--- src/hdl/alarm_clock_controller_unit_assert.svh ---
// assertion macros shared by the alarm clock controller modules
`ifndef ALARM_CLOCK_CONTROLLER_UNIT_ASSERT_SVH
`define ALARM_CLOCK_CONTROLLER_UNIT_ASSERT_SVH

// condition holds at every clock edge out of reset
`define ACC_ASSERT_ALWAYS(lbl, cond, msg) \
	lbl: assert property (@(posedge clk) disable iff (!arst_n) (cond)) else $error(msg);

// consequent holds in the same cycle as the antecedent
`define ACC_ASSERT_IMPL(lbl, ante, cons, msg) \
	lbl: assert property (@(posedge clk) disable iff (!arst_n) (ante) |-> (cons)) \
		else $error(msg);

// consequent holds in the cycle after the antecedent
`define ACC_ASSERT_NEXT(lbl, ante, cons, msg) \
	lbl: assert property (@(posedge clk) disable iff (!arst_n) (ante) |=> (cons)) \
		else $error(msg);

`endif

--- src/hdl/acc_pkg.sv ---
// types, constants and dial arithmetic for the alarm clock controller
package acc_pkg;

	localparam int DIAL = 720;
	localparam logic [9:0] HOUR_STEP = 10'd60;
	localparam logic [9:0] MIN_STEP = 10'd12;
	localparam logic [9:0] ONE_STEP = 10'd1;
	localparam logic [7:0] TPM_RESET = 8'd60;

	// reciprocal multipliers, exact for indices below 720
	localparam logic [10:0] RECIP_60 = 11'd1093;
	localparam logic [12:0] RECIP_12 = 13'd5462;
	localparam logic [3:0] NOON_HOUR = 4'd12;

	localparam logic [1:0] MODE_CODE_AMB = 2'd0;
	localparam logic [1:0] MODE_CODE_ALM = 2'd1;
	localparam logic [1:0] MODE_CODE_TIME = 2'd2;
	localparam logic [1:0] STEP_CODE_IDLE = 2'd0;
	localparam logic [1:0] STEP_CODE_HOUR = 2'd1;
	localparam logic [1:0] STEP_CODE_MIN = 2'd2;

	typedef enum logic [2:0] {
		MODE_AMB  = 3'b001,
		MODE_ALM  = 3'b010,
		MODE_TIME = 3'b100
	} mode_t;

	typedef enum logic [2:0] {
		STEP_IDLE = 3'b001,
		STEP_HOUR = 3'b010,
		STEP_MIN  = 3'b100
	} step_t;

	// classified item travelling from front to back
	typedef struct packed {
		logic tick;
		logic st_fall;
		logic sa_fall;
		logic inc;
		logic dec;
		logic amb_fall;
	} cmd_t;

	// one result beat
	typedef struct packed {
		logic       sound;
		logic       ringing;
		logic [9:0] alarm_m;
		logic [9:0] alarm_h;
		logic       alarm_on;
		logic [5:0] disp_m;
		logic [3:0] disp_h;
		logic [9:0] shown_m;
		logic [9:0] shown_h;
		logic [1:0] step;
		logic [1:0] mode;
	} res_t;

	function automatic logic [9:0] dial_add(logic [9:0] v, logic [9:0] d);
		logic [10:0] s;
		s = {1'b0, v} + {1'b0, d};
		if (s >= 11'(DIAL)) begin
			s = s - 11'(DIAL);
		end
		return s[9:0];
	endfunction

	function automatic logic [9:0] dial_sub(logic [9:0] v, logic [9:0] d);
		logic [10:0] s;
		if (v >= d) begin
			s = {1'b0, v} - {1'b0, d};
		end else begin
			s = {1'b0, v} + 11'(DIAL) - {1'b0, d};
		end
		return s[9:0];
	endfunction

endpackage

--- src/hdl/acc_front.sv ---
// front end: takes input beats, detects button edges and queues commands
module acc_front (
	input  logic              clk,
	input  logic              arst_n,
	input  logic              s_tvalid,
	output logic              s_tready,
	input  logic [7:0]        s_tdata,  // set_time, set_alarm, increment, decrement, ambient
	input  logic              s_tuser,  // op
	input  logic              q_full,
	output logic              push,
	output acc_pkg::cmd_t     cmd
);

	logic [2:0] prev_q;  // set-time, set-alarm, ambient levels
	logic       is_poll;

	assign s_tready = !q_full;
	assign push     = s_tvalid && !q_full;
	assign is_poll  = s_tuser;

	always_comb begin
		cmd.tick     = !is_poll;
		cmd.st_fall  = is_poll && !s_tdata[0] && prev_q[0];
		cmd.sa_fall  = is_poll && !s_tdata[1] && prev_q[1];
		cmd.inc      = is_poll && !s_tdata[2];
		cmd.dec      = is_poll && !s_tdata[3];
		cmd.amb_fall = is_poll && !s_tdata[4] && prev_q[2];
	end

	always_ff @(posedge clk or negedge arst_n) begin
		if (!arst_n) begin
			prev_q <= 3'b111;
		end else if (push && is_poll) begin
			prev_q <= {s_tdata[4], s_tdata[1], s_tdata[0]};
		end
	end

endmodule

--- src/hdl/acc_fifo.sv ---
// short command queue between front and back
module acc_fifo #(
	parameter int DEPTH = 4
) (
	input  logic          clk,
	input  logic          arst_n,
	input  logic          push,
	input  acc_pkg::cmd_t wr_cmd,
	input  logic          pop,
	output acc_pkg::cmd_t rd_cmd,
	output logic          full,
	output logic          not_empty
);

	localparam int AW = (DEPTH > 1) ? $clog2(DEPTH) : 1;
	localparam int CW = $clog2(DEPTH + 1);

	acc_pkg::cmd_t mem_q [DEPTH];
	logic [AW-1:0] wr_ptr_q;
	logic [AW-1:0] rd_ptr_q;
	logic [CW-1:0] cnt_q;

	assign full      = (cnt_q == CW'(DEPTH));
	assign not_empty = (cnt_q != '0);
	assign rd_cmd    = mem_q[rd_ptr_q];

	always_ff @(posedge clk) begin
		if (push) begin
			mem_q[wr_ptr_q] <= wr_cmd;
		end
	end

	always_ff @(posedge clk or negedge arst_n) begin
		if (!arst_n) begin
			wr_ptr_q <= '0;
			rd_ptr_q <= '0;
			cnt_q    <= '0;
		end else begin
			if (push) begin
				wr_ptr_q <= (wr_ptr_q == AW'(DEPTH - 1)) ? '0 : wr_ptr_q + 1'b1;
			end
			if (pop) begin
				rd_ptr_q <= (rd_ptr_q == AW'(DEPTH - 1)) ? '0 : rd_ptr_q + 1'b1;
			end
			if (push && !pop) begin
				cnt_q <= cnt_q + 1'b1;
			end else if (pop && !push) begin
				cnt_q <= cnt_q - 1'b1;
			end
		end
	end

`include "alarm_clock_controller_unit_assert.svh"

	`ACC_ASSERT_NEXT(a_full_drains_by_pop, full && !pop, full, "full queue lost an entry")

endmodule

--- src/hdl/acc_back.sv ---
// back end: clock state, setting state machine and result register
module acc_back (
	input  logic          clk,
	input  logic          arst_n,
	input  logic          cfg_we,
	input  logic [7:0]    cfg_wdata,
	input  logic          cmd_valid,
	input  acc_pkg::cmd_t cmd,
	output logic          pop,
	output logic          res_valid,
	input  logic          res_ready,
	output acc_pkg::res_t res
);

	acc_pkg::mode_t mode_q, mode_d;
	acc_pkg::step_t step_q, step_d;

	logic [7:0] tpm_q;
	logic [7:0] sec_q, sec_d;
	logic [9:0] cur_h_q, cur_h_d, cur_m_q, cur_m_d;
	logic [9:0] et_h_q, et_h_d, et_m_q, et_m_d;
	logic [9:0] ea_h_q, ea_h_d, ea_m_q, ea_m_d;
	logic [9:0] alm_h_q, alm_h_d, alm_m_q, alm_m_d;
	logic       alm_en_q, alm_en_d, ring_q, ring_d, sound_q, sound_d;

	logic [8:0] sec_inc;
	logic [9:0] eh_cur, em_cur, eh_up, em_up, eh_dn, em_dn;
	logic [9:0] shown_h_d, shown_m_d;

	// result register payload
	logic [1:0] out_mode_q, out_step_q;
	logic [9:0] out_sh_q, out_sm_q, out_ah_q, out_am_q;
	logic       out_en_q, out_ring_q, out_sound_q, res_valid_q;

	logic [20:0] hour_prod;
	logic [22:0] min_prod;

	assign pop       = cmd_valid && (!res_valid_q || res_ready);
	assign res_valid = res_valid_q;
	assign sec_inc   = {1'b0, sec_q} + 9'd1;

	// edit candidates for the pair selected by the mode
	always_comb begin
		eh_cur = (mode_q == acc_pkg::MODE_ALM) ? ea_h_q : et_h_q;
		em_cur = (mode_q == acc_pkg::MODE_ALM) ? ea_m_q : et_m_q;
		if (step_q == acc_pkg::STEP_HOUR) begin
			eh_up = acc_pkg::dial_add(eh_cur, acc_pkg::HOUR_STEP);
			eh_dn = acc_pkg::dial_sub(eh_cur, acc_pkg::HOUR_STEP);
			em_up = em_cur;
			em_dn = em_cur;
		end else begin
			eh_up = acc_pkg::dial_add(eh_cur, acc_pkg::ONE_STEP);
			eh_dn = acc_pkg::dial_sub(eh_cur, acc_pkg::ONE_STEP);
			em_up = acc_pkg::dial_add(em_cur, acc_pkg::MIN_STEP);
			em_dn = acc_pkg::dial_sub(em_cur, acc_pkg::MIN_STEP);
		end
	end

	always_comb begin
		mode_d   = mode_q;
		step_d   = step_q;
		sec_d    = sec_q;
		cur_h_d  = cur_h_q;
		cur_m_d  = cur_m_q;
		et_h_d   = et_h_q;
		et_m_d   = et_m_q;
		ea_h_d   = ea_h_q;
		ea_m_d   = ea_m_q;
		alm_h_d  = alm_h_q;
		alm_m_d  = alm_m_q;
		alm_en_d = alm_en_q;
		ring_d   = ring_q;
		sound_d  = sound_q;
		if (cmd.tick) begin
			if (sec_inc >= {1'b0, tpm_q}) begin
				sec_d   = '0;
				cur_m_d = acc_pkg::dial_add(cur_m_q, acc_pkg::MIN_STEP);
				cur_h_d = acc_pkg::dial_add(cur_h_q, acc_pkg::ONE_STEP);
				if (alm_en_q && cur_h_d == alm_h_q && cur_m_d == alm_m_q) begin
					ring_d  = 1'b1;
					sound_d = 1'b1;
				end
			end else begin
				sec_d = sec_inc[7:0];
			end
		end else if (cmd.st_fall && mode_q != acc_pkg::MODE_ALM) begin
			mode_d = acc_pkg::MODE_TIME;
			unique case (step_q)
				acc_pkg::STEP_IDLE: step_d = acc_pkg::STEP_HOUR;
				acc_pkg::STEP_HOUR: step_d = acc_pkg::STEP_MIN;
				default: begin
					mode_d  = acc_pkg::MODE_AMB;
					step_d  = acc_pkg::STEP_IDLE;
					cur_h_d = et_h_q;
					cur_m_d = et_m_q;
				end
			endcase
		end else if (cmd.sa_fall && mode_q != acc_pkg::MODE_TIME) begin
			mode_d = acc_pkg::MODE_ALM;
			unique case (step_q)
				acc_pkg::STEP_IDLE: step_d = acc_pkg::STEP_HOUR;
				acc_pkg::STEP_HOUR: step_d = acc_pkg::STEP_MIN;
				default: begin
					mode_d   = acc_pkg::MODE_AMB;
					step_d   = acc_pkg::STEP_IDLE;
					alm_h_d  = ea_h_q;
					alm_m_d  = ea_m_q;
					alm_en_d = 1'b1;
				end
			endcase
		end else if (cmd.inc || cmd.dec) begin
			if (mode_q == acc_pkg::MODE_ALM) begin
				ea_h_d = cmd.inc ? eh_up : eh_dn;
				ea_m_d = cmd.inc ? em_up : em_dn;
			end else if (mode_q == acc_pkg::MODE_TIME) begin
				et_h_d = cmd.inc ? eh_up : eh_dn;
				et_m_d = cmd.inc ? em_up : em_dn;
			end
		end else if (cmd.amb_fall) begin
			mode_d  = acc_pkg::MODE_AMB;
			step_d  = acc_pkg::STEP_IDLE;
			sound_d = 1'b0;
			if (ring_q) begin
				alm_en_d = 1'b0;
				ring_d   = 1'b0;
			end
		end
	end

	always_comb begin
		unique case (mode_d)
			acc_pkg::MODE_ALM: begin
				shown_h_d = ea_h_d;
				shown_m_d = ea_m_d;
			end
			acc_pkg::MODE_TIME: begin
				shown_h_d = et_h_d;
				shown_m_d = et_m_d;
			end
			default: begin
				shown_h_d = cur_h_d;
				shown_m_d = cur_m_d;
			end
		endcase
	end

	always_ff @(posedge clk or negedge arst_n) begin
		if (!arst_n) begin
			tpm_q       <= acc_pkg::TPM_RESET;
			mode_q      <= acc_pkg::MODE_AMB;
			step_q      <= acc_pkg::STEP_IDLE;
			sec_q       <= '0;
			cur_h_q     <= '0;
			cur_m_q     <= '0;
			et_h_q      <= '0;
			et_m_q      <= '0;
			ea_h_q      <= '0;
			ea_m_q      <= '0;
			alm_h_q     <= '0;
			alm_m_q     <= '0;
			alm_en_q    <= 1'b0;
			ring_q      <= 1'b0;
			sound_q     <= 1'b0;
			res_valid_q <= 1'b0;
		end else begin
			if (cfg_we) begin
				tpm_q <= cfg_wdata;
			end
			if (pop) begin
				mode_q   <= mode_d;
				step_q   <= step_d;
				sec_q    <= sec_d;
				cur_h_q  <= cur_h_d;
				cur_m_q  <= cur_m_d;
				et_h_q   <= et_h_d;
				et_m_q   <= et_m_d;
				ea_h_q   <= ea_h_d;
				ea_m_q   <= ea_m_d;
				alm_h_q  <= alm_h_d;
				alm_m_q  <= alm_m_d;
				alm_en_q <= alm_en_d;
				ring_q   <= ring_d;
				sound_q  <= sound_d;
				res_valid_q <= 1'b1;
			end else if (res_ready) begin
				res_valid_q <= 1'b0;
			end
		end
	end

	always_ff @(posedge clk) begin
		if (pop) begin
			unique case (mode_d)
				acc_pkg::MODE_ALM:  out_mode_q <= acc_pkg::MODE_CODE_ALM;
				acc_pkg::MODE_TIME: out_mode_q <= acc_pkg::MODE_CODE_TIME;
				default:            out_mode_q <= acc_pkg::MODE_CODE_AMB;
			endcase
			unique case (step_d)
				acc_pkg::STEP_HOUR: out_step_q <= acc_pkg::STEP_CODE_HOUR;
				acc_pkg::STEP_MIN:  out_step_q <= acc_pkg::STEP_CODE_MIN;
				default:            out_step_q <= acc_pkg::STEP_CODE_IDLE;
			endcase
			out_sh_q    <= shown_h_d;
			out_sm_q    <= shown_m_d;
			out_en_q    <= alm_en_d;
			out_ah_q    <= alm_h_d;
			out_am_q    <= alm_m_d;
			out_ring_q  <= ring_d;
			out_sound_q <= sound_d;
		end
	end

	// hour / 60 and minute / 12 by reciprocal multiply
	assign hour_prod = {11'd0, out_sh_q} * {10'd0, acc_pkg::RECIP_60};
	assign min_prod  = {13'd0, out_sm_q} * {10'd0, acc_pkg::RECIP_12};

	always_comb begin
		res.mode     = out_mode_q;
		res.step     = out_step_q;
		res.shown_h  = out_sh_q;
		res.shown_m  = out_sm_q;
		res.disp_h   = (hour_prod[19:16] == 4'd0) ? acc_pkg::NOON_HOUR : hour_prod[19:16];
		res.disp_m   = min_prod[21:16];
		res.alarm_on = out_en_q;
		res.alarm_h  = out_ah_q;
		res.alarm_m  = out_am_q;
		res.ringing  = out_ring_q;
		res.sound    = out_sound_q;
	end

`include "alarm_clock_controller_unit_assert.svh"

	`ACC_ASSERT_IMPL(a_sound_needs_ring, sound_q, ring_q, "sound on without ringing")
	`ACC_ASSERT_IMPL(a_ring_needs_alarm, ring_q, alm_en_q, "ringing with alarm disabled")
	`ACC_ASSERT_ALWAYS(a_mode_step_agree,
		(mode_q == acc_pkg::MODE_AMB) == (step_q == acc_pkg::STEP_IDLE),
		"mode and set step disagree")

endmodule

--- src/hdl/alarm_clock_controller_unit.sv ---
// alarm clock controller top level: front end, command queue and back end
// an accepted beat waits in the command queue, then its result is registered in the back end
// throughput: one beat per cycle while m_tready keeps the back end's output register free
// the command queue of FIFO_DEPTH entries lets input and output stall independently
// reset: arst_n clears all clock, alarm and setting state; ticks per minute returns to 60
// reset: queued beats are dropped and none are invented, the output register comes up empty
module alarm_clock_controller_unit #(
	parameter int FIFO_DEPTH = 4
) (
	input  logic        clk,
	input  logic        arst_n,
	// configuration: ticks per minute
	input  logic        cfg_we,
	input  logic [7:0]  cfg_wdata,
	// input beats
	input  logic        s_tvalid,
	output logic        s_tready,
	input  logic [7:0]  s_tdata,   // btn_set_time, btn_set_alarm, btn_increment,
	                               // btn_decrement, btn_ambient, 3 bits zero
	input  logic        s_tuser,   // op: 0 tick, 1 button poll
	// result beats
	output logic        m_tvalid,
	input  logic        m_tready,
	output logic [63:0] m_tdata    // mode, set_step, shown_hour_index, shown_minute_index,
	                               // display_hour, display_minute, alarm_on,
	                               // alarm_hour_index, alarm_minute_index, ringing,
	                               // sound_enable, 7 bits zero
);

	acc_pkg::cmd_t wr_cmd;
	acc_pkg::cmd_t rd_cmd;
	acc_pkg::res_t res;
	logic          push;
	logic          pop;
	logic          q_full;
	logic          q_not_empty;

	// button edge detection and classification
	acc_front u_front (
		.clk      (clk),
		.arst_n   (arst_n),
		.s_tvalid (s_tvalid),
		.s_tready (s_tready),
		.s_tdata  (s_tdata),
		.s_tuser  (s_tuser),
		.q_full   (q_full),
		.push     (push),
		.cmd      (wr_cmd)
	);

	// decouples acceptance from execution
	acc_fifo #(
		.DEPTH (FIFO_DEPTH)
	) u_fifo (
		.clk       (clk),
		.arst_n    (arst_n),
		.push      (push),
		.wr_cmd    (wr_cmd),
		.pop       (pop),
		.rd_cmd    (rd_cmd),
		.full      (q_full),
		.not_empty (q_not_empty)
	);

	// state update; pops only when the output register can take the result
	acc_back u_back (
		.clk       (clk),
		.arst_n    (arst_n),
		.cfg_we    (cfg_we),
		.cfg_wdata (cfg_wdata),
		.cmd_valid (q_not_empty),
		.cmd       (rd_cmd),
		.pop       (pop),
		.res_valid (m_tvalid),
		.res_ready (m_tready),
		.res       (res)
	);

	// pack result fields, first field in the low bits
	assign m_tdata = {7'd0, res};

endmodule
--- config.mk ---
export PLATFORM = sky130hd
export DESIGN_NAME = alarm_clock_controller_unit
export DESIGN_NICKNAME = d
export VERILOG_FILES = /design/src/hdl/acc_pkg.sv /design/src/hdl/acc_front.sv /design/src/hdl/acc_fifo.sv /design/src/hdl/acc_back.sv /design/src/hdl/alarm_clock_controller_unit.sv
export VERILOG_INCLUDE_DIRS = /design/src /design/src/hdl
export SDC_FILE = /design/constraint.sdc
export NUM_CORES = 1
export LEC_CHECK = 0
export BUFFER_PORTS_ARGS = -buffer_cell sky130_fd_sc_hd__buf_2
export CAP_MARGIN = 20
export CORE_MARGIN = 2
export CORE_UTILIZATION = 35
export CTS_CLUSTER_DIAMETER = 120
export DETAILED_ROUTE_END_ITERATION = 16
export HOLD_SLACK_MARGIN = 0.08
export SLEW_MARGIN = 10
export SYNTH_ARGS = -nofsm -noshare
export SYNTH_HDL_FRONTEND = slang
export SYNTH_HIERARCHICAL = 1
export SYNTH_SLANG_ARGS = --single-unit
--- constraint.sdc ---
create_clock -name clk -period 5.3 [get_ports clk]
set_input_delay 0.53 -clock clk [delete_from_list [all_inputs] [get_ports clk]]
set_output_delay 0.53 -clock clk [all_outputs]
set_load 0.01 [all_outputs]
* Yosys cells after proc, flatten, opt, wreduce, memory -nomap -nowiden
Memories as Yosys holds them, arrays and structs flattened. Index checks and enable logic that the tools add are counted.
Storage, ports and cells: bits in registers 163, memory bits (writable) 24, input bits 22, output and inout port bits 66, word-level logic and storage cells 220, memories kept 1
Cells by class: $add $sub $neg 23, multiply operators 2, $lt $le $gt $ge 9, equality and inequality tests 15, mux-type cells 106, reduce and logical (&&, ||, !) cells 35
Memory list:
- u_fifo.mem_q | depth 4, bits a word 6, rd ports 1, clocked after Yosys merged registers in 0, write ports 1, line acc_fifo.sv:18 | acc_pkg::cmd_t mem_q [DEPTH];
Operator list (count):
- 10-bit two-way mux | 58
- 11-bit by 10-bit >= comparator with 1-bit output, second input constant | 5
- 10-bit subtractor, second input constant | 5
- 10-bit case mux with 2 select lines | 2
- 3-bit two-way mux | 13
- 1-bit two-way mux | 25
- 10-bit by 1-bit adder with 11-bit output, second input constant | 2
- 10-bit by 4-bit adder with 11-bit output, second input constant | 2
- 10-bit by 12-bit multiplier with 21-bit output, second input constant | 1
- 10-bit adder, second input constant | 2
- 10-bit equality test | 2
- 10-bit by 11-bit multiplier with 20-bit output, second input constant | 1
- 10-bit by 1-bit subtractor with 10-bit output, second input constant | 2
- 10-bit by 4-bit subtractor with 10-bit output, second input constant | 2
- 10-bit by 6-bit subtractor with 10-bit output, second input constant | 2
- 1-bit logical AND | 17
- 3-bit by 2-bit equality test with 1-bit output, second input constant | 4
- 3-bit equality test, second input constant | 4
- 10-bit by 6-bit adder with 11-bit output, second input constant | 1
- 10-bit by 1-bit >= comparator with 1-bit output, second input constant | 1
- 10-bit by 4-bit >= comparator with 1-bit output, second input constant | 1
- 10-bit by 6-bit >= comparator with 1-bit output, second input constant | 1
- 1-bit zero test | 10
- 8-bit by 1-bit adder with 9-bit output, second input constant | 1
- 19 further kinds | 26

* Logic depth before layout (Yosys ltp)
Gate-level depths: netlist (run 1).
depth after elaboration 14, gate-level depth with buffers 20, mapped depth without buffers 18

* By module
The synthesis (run 1) kept the hierarchy.
By module, submodules not included:
- acc_back | times used 1, cells each 1672, area an instance 14521.4 um^2, sequential area each 4071.4 um^2
- acc_fifo | times used 1, cells each 69, area an instance 1283.7 um^2, sequential area each 895.9 um^2
- acc_front | times used 1, cells each 16, area an instance 187.7 um^2, sequential area each 78.8 um^2
- alarm_clock_controller_unit | times used 1, cells each 8, area an instance 56.3 um^2, sequential area each 0.0 um^2

* Worst setup path after synthesis (run 1)
Ideal clock, no wire load.
path kind register -> output, start register u_back.out_sm_q[6], end output port m_tdata[33], arrival 4386 ps, data required time 4770 ps, slack 384 ps, stages on the path, launching flop included 15, path buffers 0, cell sequence edfxtp_1 > ha_1 > fa_1 > fa_1 > inv_1 > fa_1 > fa_1 > inv_1 > ha_1 > o2111ai_1 > o211ai_1 > a31oi_1 > o31ai_1 > a21oi_1 > xnor2_1
On the way: word-level cells in the longest chain between the ends 1
RTL lines:
- start: declaration | line acc_back.sv:32 | logic [9:0] out_sh_q, out_sm_q, out_ah_q, out_am_q;
- start signal: assignment | line acc_back.sv:204 | out_sm_q <= shown_m_d;
- 10-bit by 12-bit multiplier with 21-bit output | line acc_back.sv:215 | assign min_prod = {13'd0, out_sm_q} * {10'd0, acc_pkg::RECIP_12};
- end: declaration | line alarm_clock_controller_unit.sv:24 | output logic [63:0] m_tdata
Every way passes these cells.

* Final worst setup path (run 1)
start register u_back.out_sm_q[4], end output port m_tdata[32]
Same word-level chain as after synthesis.

==> impl_metrics.ini, run 1 <==
[logic_synthesis]
ys_dominant_reg_cell = dfrtp_1
postSynthCellCount = 1765
syn_area_um2 = 16050
synth-seq-cells = 187
number_of_enable_type_register_cells_in_the_synthesized_netlist = 71
synthDistinctLibCells = 99
synthesis.area_per_instance_um2 = 9.093
async_flop_share_pct = 62.03
yosysWarningCount = 6
synth_sequential_area_ratio_pct = 31.44

[clock_network]
clock-sinks = 187
h_tree_levels = 4
clk_latency_ns = 0.45
ctsLongestPathBuffers = 2
clock_buffer_count_from_cts = 17
clkSlewWorstSetupHoldPaths_ns = 0.08
ctsRootBufferMaster = clkbuf_16
tritoncts_clock_tree = yes

[floorplan]
core.rowCount = 78
die_height_um = 218.1
boundaryPins = 88
placeableCoreArea_um2 = 45280
die_area_um2 = 47580
die_w_um = 218.1
floorplan.initialDensity_pct = 35.44

[cells_and_area]
insertedDiodeCount = 0
flow.area_growth_from_synthesis_pct = 10.06
filler_cells_inserted = 4547
post_route_cells_drive_above_1_share_pct = 15.65
finish.utilization_pct = 39.01
seqCellArea_um2 = 5046
multi_input_area_um2 = 10090
nets = 1976

[route]
detail_route.wl_per_cell_um = 18.40
ant_nets = 0
mean_number_of_vias_per_cell = 5.561
post-route-drc-count = 0
num_vias = 13330
iteration_0_drc_markers = 1106
detail_route.wirelength_um = 44100
detail_route.first_pass.iterations = 5

[grt]
grt_max_degree = 74
gr-usage-all-layers_pct = 18.68
grt_antenna_before_repair = 2
first_global_vias = 12970
wire_length_of_the_first_global_routing_pass_um = 70840
grt_overflow = 0

[sta]
setup_ws_ns = -0.09317
setup_violations = 3
timing_hold_violations_final = 0
grt_setup_unrepaired = yes
timing.final.max_slew_violations = 0
max_slew_margin_pct = 33.03
worstMarginPinSlew_ns = 0.9766
final.setup_skew_ns = 0.01749
hold_slack_ns = 0.2849
maxClockFrequency_ghz = 0.1854
fin_crit_sh_pct = 101.8
layout_min_cycle_time_ns = 5.393

[run_status]
violated_checks = setup timing
run_status = complete, but fails checks

[placed_design]
place_hpwl_um = 32990
globalplace.congestion = 0.9010
port_buffers = 77

[worst_setup_path]
cp-start-kind = register
timing.critical_path.required_ns = 4.77
timing_worst_setup_path_type = reg2out
crit_path_dat_ns = 4.86
critPathCaptureType = output pin
cp_max_fo = 3

[run]
max_cap_violations = 0

[worst_hold_path]
hold_path_class = in2reg
-- cell type report --
| type | count | share of cell area, % |
|---|---|---|
| multi-input combinational | 1337 | 57.12 |
| clock buffer | 17 | 2.408 |
| timing repair buffer | 114 | 3.946 |
| sequential | 187 | 28.57 |
| clock inverter | 15 | 1.027 |
| inverter | 126 | 2.685 |
| tap | 600 | 4.250 |
-- critical path: stages (launching register included) --
cell and delay [ns]:
edfxtp_1 0.43, ha_4 0.32, inv_2 0.04, fa_1 0.51, fa_1 0.54, inv_2 0.04
fa_1 0.48, fa_1 0.52, ha_4 0.30, a21oi_2 0.05, nor2b_1 0.11, o21ai_1 0.08
o211ai_1 0.16, a31oi_2 0.17, o31ai_2 0.27, buf_4 0.15, xor2_1 0.13, buf_2 0.14
-- cell families after synthesis --
group	Yosys count	share of synthesized area, %
mux	113	8.381
compound gates	391	16.25
fa+ha+maj	171	15.11
xor+xnor	92	5.067
other cells	1	0.02337
simple gates	563	17.09
buf+inv	247	6.642
flops	187	31.44
-- state kept, by name (all words and copies together) (netlist names), 3 cells and up --
| register | flops |
|---|---|
| u_back/tpm_q | 8 |
| u_back/out_am_q | 10 |
| u_back/ea_m_q | 10 |
| u_back/step_q | 3 |
| u_fifo/mem_q | 24 |
| u_back/et_h_q | 10 |
| u_fifo/cnt_q | 3 |
| u_back/out_sh_q | 10 |
| u_back/sec_q | 8 |
| u_back/out_ah_q | 10 |
| u_back/mode_q | 3 |
| u_front/prev_q | 3 |
| u_back/cur_m_q | 10 |
| u_back/alm_m_q | 10 |
| u_back/cur_h_q | 10 |
| u_back/ea_h_q | 10 |
| u_back/out_sm_q | 10 |
| u_back/et_m_q | 10 |
| u_back/alm_h_q | 10 |
-- path summary, 6_finish.rpt --
kind,from,to,slack (ns),depth (start not counted)
max,u_back/out_sm_q[4]$_DFFE_PP_,m_tdata[32],-0.09,17
min,cfg_wdata[7],u_back/tpm_q[7]$_DFFE_PN0P_,0.28,3
max reg2reg,u_back/mode_q[1]$_DFFE_PN0P_,u_back/out_sh_q[8]$_DFFE_PP_,0.91,13
min reg2reg,u_back/et_m_q[0]$_DFFE_PN0P_,u_back/et_m_q[0]$_DFFE_PN0P_,0.40,0
max in group asynchronous,arst_n,u_back/alm_m_q[0]$_DFFE_PN0P_,3.57,4
min in group asynchronous,arst_n,u_back/res_valid$_DFFE_PN0P_,0.49,2
-- metal layers --
metal / track usage, % / wire length (um)
met5: 0 / 0
met4: 4.308 / 719
met3: 3.911 / 2589
met2: 31.31 / 21010
met1: 24.65 / 19780
-- cells in the final DEF (no fill, tap or decap), drive strengths merged, types with 7 or more instances in the layout --
cell     count
xnor2       61
o2111ai     11
conb         7
a21o        11
clkbuf      17
buf        113
nor4        15
o22ai        7
dfrtp      107
nand4       20
o21ai      126
xor2        31
nor2b        8
o221ai      14
dfstp        9
a21oi       62
edfxtp      71
inv        131
nor3        44
a221oi      11
o211ai      22
or3         16
and3        16
and2        18
nand3b       8
nor3b        9
ha         133
nand2      225
nor2       104
a211oi       8
mux2i       49
a31oi       20
a22oi       21
fa          38
mux2        58
nand3       34
nand2b      15
clkinv       9
or4          8
-- through the flow --
| step | cell area, um^2 | std cells | worst slack (ns) | TNS (ns) |
|---|---|---|---|---|
| 2_1_floorplan | 16070 | 1771 | 0.3845 | 0 |
| 3_3_place_gp | 16800 | 2350 | 0.1605 | 0 |
| 3_5_place_dp | 16800 | 2350 | 0.1121 | 0 |
| 4_1_cts | 17540 | 2388 | -0.1375 | -0.2817 |
| 5_1_grt | 17660 | 2396 | -0.3006 | -1.229 |
| 6_report | 17660 | 2396 | -0.09317 | -0.2677 |
-- cell usage after synthesis (7+ instances only) --
| library cell | count | area, um^2 |
|---|---|---|
| xor2_1 | 31 | 271.5 |
| nand3_1 | 32 | 160.2 |
| nor2_1 | 104 | 390.4 |
| a211oi_1 | 8 | 60.06 |
| and2_1 | 18 | 112.6 |
| o21ai_0 | 119 | 595.6 |
| fa_1 | 38 | 760.7 |
| or3_1 | 16 | 100.1 |
| xnor2_1 | 60 | 525.5 |
| nor3_1 | 42 | 210.2 |
| o2111ai_1 | 11 | 96.34 |
| a221oi_1 | 10 | 87.58 |
| nor3b_1 | 9 | 67.56 |
| dfrtp_1 | 107 | 2678 |
| and3_1 | 16 | 100.1 |
| a31oi_1 | 20 | 125.1 |
| nor4_1 | 14 | 87.58 |
| mux2i_1 | 41 | 410.4 |
| nand2_1 | 225 | 844.6 |
| buf_4 | 14 | 105.1 |
| a22oi_1 | 21 | 157.7 |
| nand3b_1 | 7 | 52.55 |
| o22ai_1 | 7 | 43.79 |
| a21o_1 | 11 | 82.58 |
| buf_2 | 19 | 95.09 |
| or4_1 | 7 | 52.55 |
| inv_1 | 124 | 465.5 |
| nor2b_1 | 8 | 50.05 |
| ha_1 | 133 | 1664 |
| o221ai_1 | 14 | 122.6 |
| edfxtp_1 | 71 | 2132 |
| o211ai_1 | 21 | 157.7 |
| buf_1 | 8 | 30.03 |
| mux2_2 | 53 | 596.8 |
| nand2b_1 | 15 | 93.84 |
| nand4_1 | 19 | 118.9 |
| dfstp_2 | 9 | 236.5 |
| a21oi_1 | 61 | 305.3 |
| clkbuf_1 | 72 | 270.3 |
-- timing repair --
item	in CTS	in global routing
resized for setup	16	9
setup buffers	6	4
hold buffers	0	1
endpoints found under the hold margin	0	10
pin swaps	20	17
endpoints found under the setup margin	5	6
Power of run 1 is left out: the tool's default activity adds up to more than one toggle a clock period on the data nets, which glitch-free logic cannot reach.
==> run 2, diff against run 1 <==
- ABC_AREA: default -> 1
- CORE_UTILIZATION: 35 -> 50
- PLACE_DENSITY: default -> 0.67
==> run 2 against run 1 <==
Compared with the run above: the flow now finishes without violations; synthesized cell count up 13%; via count increased by 0.34%; die area down 33%; setup slack improved by 0.20 ns; sequential cell count unchanged; routed wire length down 11%; largest cell class unchanged.
==> impl_metrics.ini, run 2 <==
[route]
post-route-drc-count = 0
ant_nets = 0
detail_route.wl_per_cell_um = 16.04
iteration_0_drc_markers = 1122
detail_route.wirelength_um = 39350
detail_route.first_pass.iterations = 6
mean_number_of_vias_per_cell = 5.450
num_vias = 13370

[logic_synthesis]
synthDistinctLibCells = 61
synthMostInstantiatedCell = nand2_1
yosys-mux-area-fraction_pct = 0.07392
combinational_family_with_the_most_area_after_synthesis = simple AND/OR/NAND/NOR gates
synth_sequential_area_ratio_pct = 33.12
syn_area_um2 = 15230
synth-seq-cells = 187
yosysWarningCount = 6
ys_top_cells_by_count = 496 x nand2_1, 296 x inv_1, 170 x o21ai_0, 166 x nand3_1, 133 x ha_1
simple_gate_share_of_the_synthesized_area_pct = 23.97
ys_dominant_reg_cell = dfrtp_1
number_of_enable_type_register_cells_in_the_synthesized_netlist = 71
synth_compound_gate_area_share_pct = 13.48
async_flop_share_pct = 62.03
synthAdderAreaFrac_pct = 15.92
xor_xnor_fraction_of_synth_area_pct = 3.195
synth.top_cell.area_share_pct = 17.58
synthesis.area_per_instance_um2 = 7.667
postSynthCellCount = 1987
synthDominantAreaCellType = dfrtp_1
netlist_top_cells_area = dfrtp_1 18%, edfxtp_1 14%, nand2_1 12%

[sta]
max_slew_margin_pct = 39.64
final.setup_skew_ns = 0.01603
maxClockFrequency_ghz = 0.1925
grt_setup_unrepaired = yes
hold_slack_ns = 0.3059
setup_violations = 0
setup_ws_ns = 0.1050
worstMarginPinSlew_ns = 0.9032
setup_total_negative_slack_ns = 0
fin_crit_sh_pct = 98.02
layout_min_cycle_time_ns = 5.195
timing.final.max_slew_violations = 0
timing_hold_violations_final = 0

[worst_setup_path]
worstPathCellList = ha_1, inv_1, fa_1, fa_1, inv_1, fa_1, fa_2, ha_4, nand2_4, inv_2, a221o_1, nand2_1, o211ai_1, buf_4, a21oi_2, xnor2_1, buf_2
cp-start-kind = register
critPathCaptureType = output pin
critical_path.slowest_cell = fa_2
crit_path_dat_ns = 4.67
worst_path_largest_cell_delay_ns = 0.56
timing_worst_setup_path_type = reg2out
timing.critical_path.required_ns = 4.77
cp_common_cell = fa_1
cp_max_fo = 3

[worst_hold_path]
hold_path_class = in2reg

[cells_and_area]
final_common_cell = nand2_1
final_cell_area_um2 = 16830
regMostFlops = u_fifo/mem_q
final_cell_mix = 495 x nand2_1, 285 x inv_1, 169 x o21ai_0
insertedDiodeCount = 0
flow.area_growth_from_synthesis_pct = 10.47
post_route_cells_drive_above_1_share_pct = 11.78
largest_register_ff_count = 24
nets = 2243

[floorplan]
floorplan.initialDensity_pct = 51.13
boundaryPins = 88
die_area_um2 = 31880
die_height_um = 178.6
core.rowCount = 63
die_w_um = 178.6
placeableCoreArea_um2 = 29800

[clock_network]
clk_latency_ns = 0.44
h_tree_levels = 4
clock_buffer_count_from_cts = 17
ctsLongestPathBuffers = 2
clock-sinks = 187
ctsRootBufferMaster = clkbuf_16
clkSlewWorstSetupHoldPaths_ns = 0.08
tritoncts_clock_tree = yes

[placed_design]
globalplace.congestion = 0.8716
detailed_place.area_um2 = 15850
dpl_worst_slack_ns = 0.2213
port_buffers = 77
place_hpwl_um = 28910

[grt]
wire_length_of_the_first_global_routing_pass_um = 64030
first_global_vias = 12600
grt_overflow = 0
grt_antenna_before_repair = 0
gr-usage-all-layers_pct = 25.53
grt_max_degree = 112

[run_status]
run_status = completed

[run]
max_cap_violations = 0
run 2: changes by cell type after synthesis, sizes merged, moves of 17 or more:
cell,delta
a22oi,-19
xnor2,-50
nand2,+286
nand3,+136
mux2i,-49
o21ai,+70
mux2,-57
a31oi,-17
inv,+181
clkbuf,-36
nor3,-23
and2,-17
run 2: timing repair:
| action | CTS | global route |
|---|---|---|
| pin swaps | 11 | 41 |
| resized for setup | 8 | 36 |
| buffers inserted | 9 | 9 |
| hold buffers | 1 | 0 |
| endpoints found under the setup margin | 3 | 5 |
| hold endpoints to repair | 22 | 0 |
run 2: stage by stage:
stage,instances,util (%)
2_1_floorplan,1993,-
3_3_place_gp,2401,53.18
3_5_place_dp,2401,53.18
4_1_cts,2443,55.52
5_1_grt,2453,56.48
6_report,2453,56.48
run 2: logic make-up (layout without fill, tap and decap cells):
family | count (synthesis) | after routing
AO/OA/AOI/OAI | 347 | 347
adder cells (fa/ha/maj) | 171 | 171
multiplexers | 1 | 1
buffers and inverters | 382 | 452
other | 1 | 7
XOR/XNOR | 54 | 54
flip-flops | 187 | 187
AND/OR/NAND/NOR | 844 | 844
run 2: final timing paths:
| check | start | endpoint | slack [ns] | cells past startpoint |
|---|---|---|---|---|
| min in group asynchronous | arst_n | u_back/tpm_q[1]$_DFFE_PN0P_ | 0.62 | 2 |
| hold / removal | cfg_wdata[7] | u_back/tpm_q[7]$_DFFE_PN0P_ | 0.31 | 3 |
| hold reg to reg | u_back/et_m_q[1]$_DFFE_PN0P_ | u_back/et_m_q[1]$_DFFE_PN0P_ | 0.40 | 0 |
| setup reg to reg | u_back/mode_q[0]$_DFFE_PN1P_ | u_back/out_sh_q[8]$_DFFE_PP_ | 0.81 | 24 |
| setup / recovery | u_back/out_sm_q[9]$_DFFE_PP_ | m_tdata[33] | 0.10 | 17 |
| max in group asynchronous | arst_n | u_back/mode_q[0]$_DFFE_PN1P_ | 3.60 | 4 |
run 2: metal layers:
layer | GRT usage, % | vias up | wire length, um
met5 | 0 | - | 0
met4 | 6.470 | 0 | 551
met3 | 3.517 | 37 | 2141
met2 | 41.47 | 375 | 18520
met1 | 35.95 | 6283 | 18130
li1 | - | 6675 | -
run 2: layout make-up:
type	instances	area, um^2
Clock inverter	13	128.9
Tap cell	390	488.0
Timing Repair Buffer	111	676.9
Fill cell	2741	12970
Clock buffer	19	432.9
Multi-Input combinational cell	1424	8892
Sequential cell	187	5046
Inverter	309	1165
run 2: worst max-delay path, delay by kind of cell, from the launching register on:
family          cells  cell delay (ns)
flops               1             0.47
compound gates      3             0.54
fa+ha+maj           6             2.52
xor+xnor            1             0.12
simple gates        2             0.12
buf+inv             5             0.45
Power of run 2 is left out for the same reason.
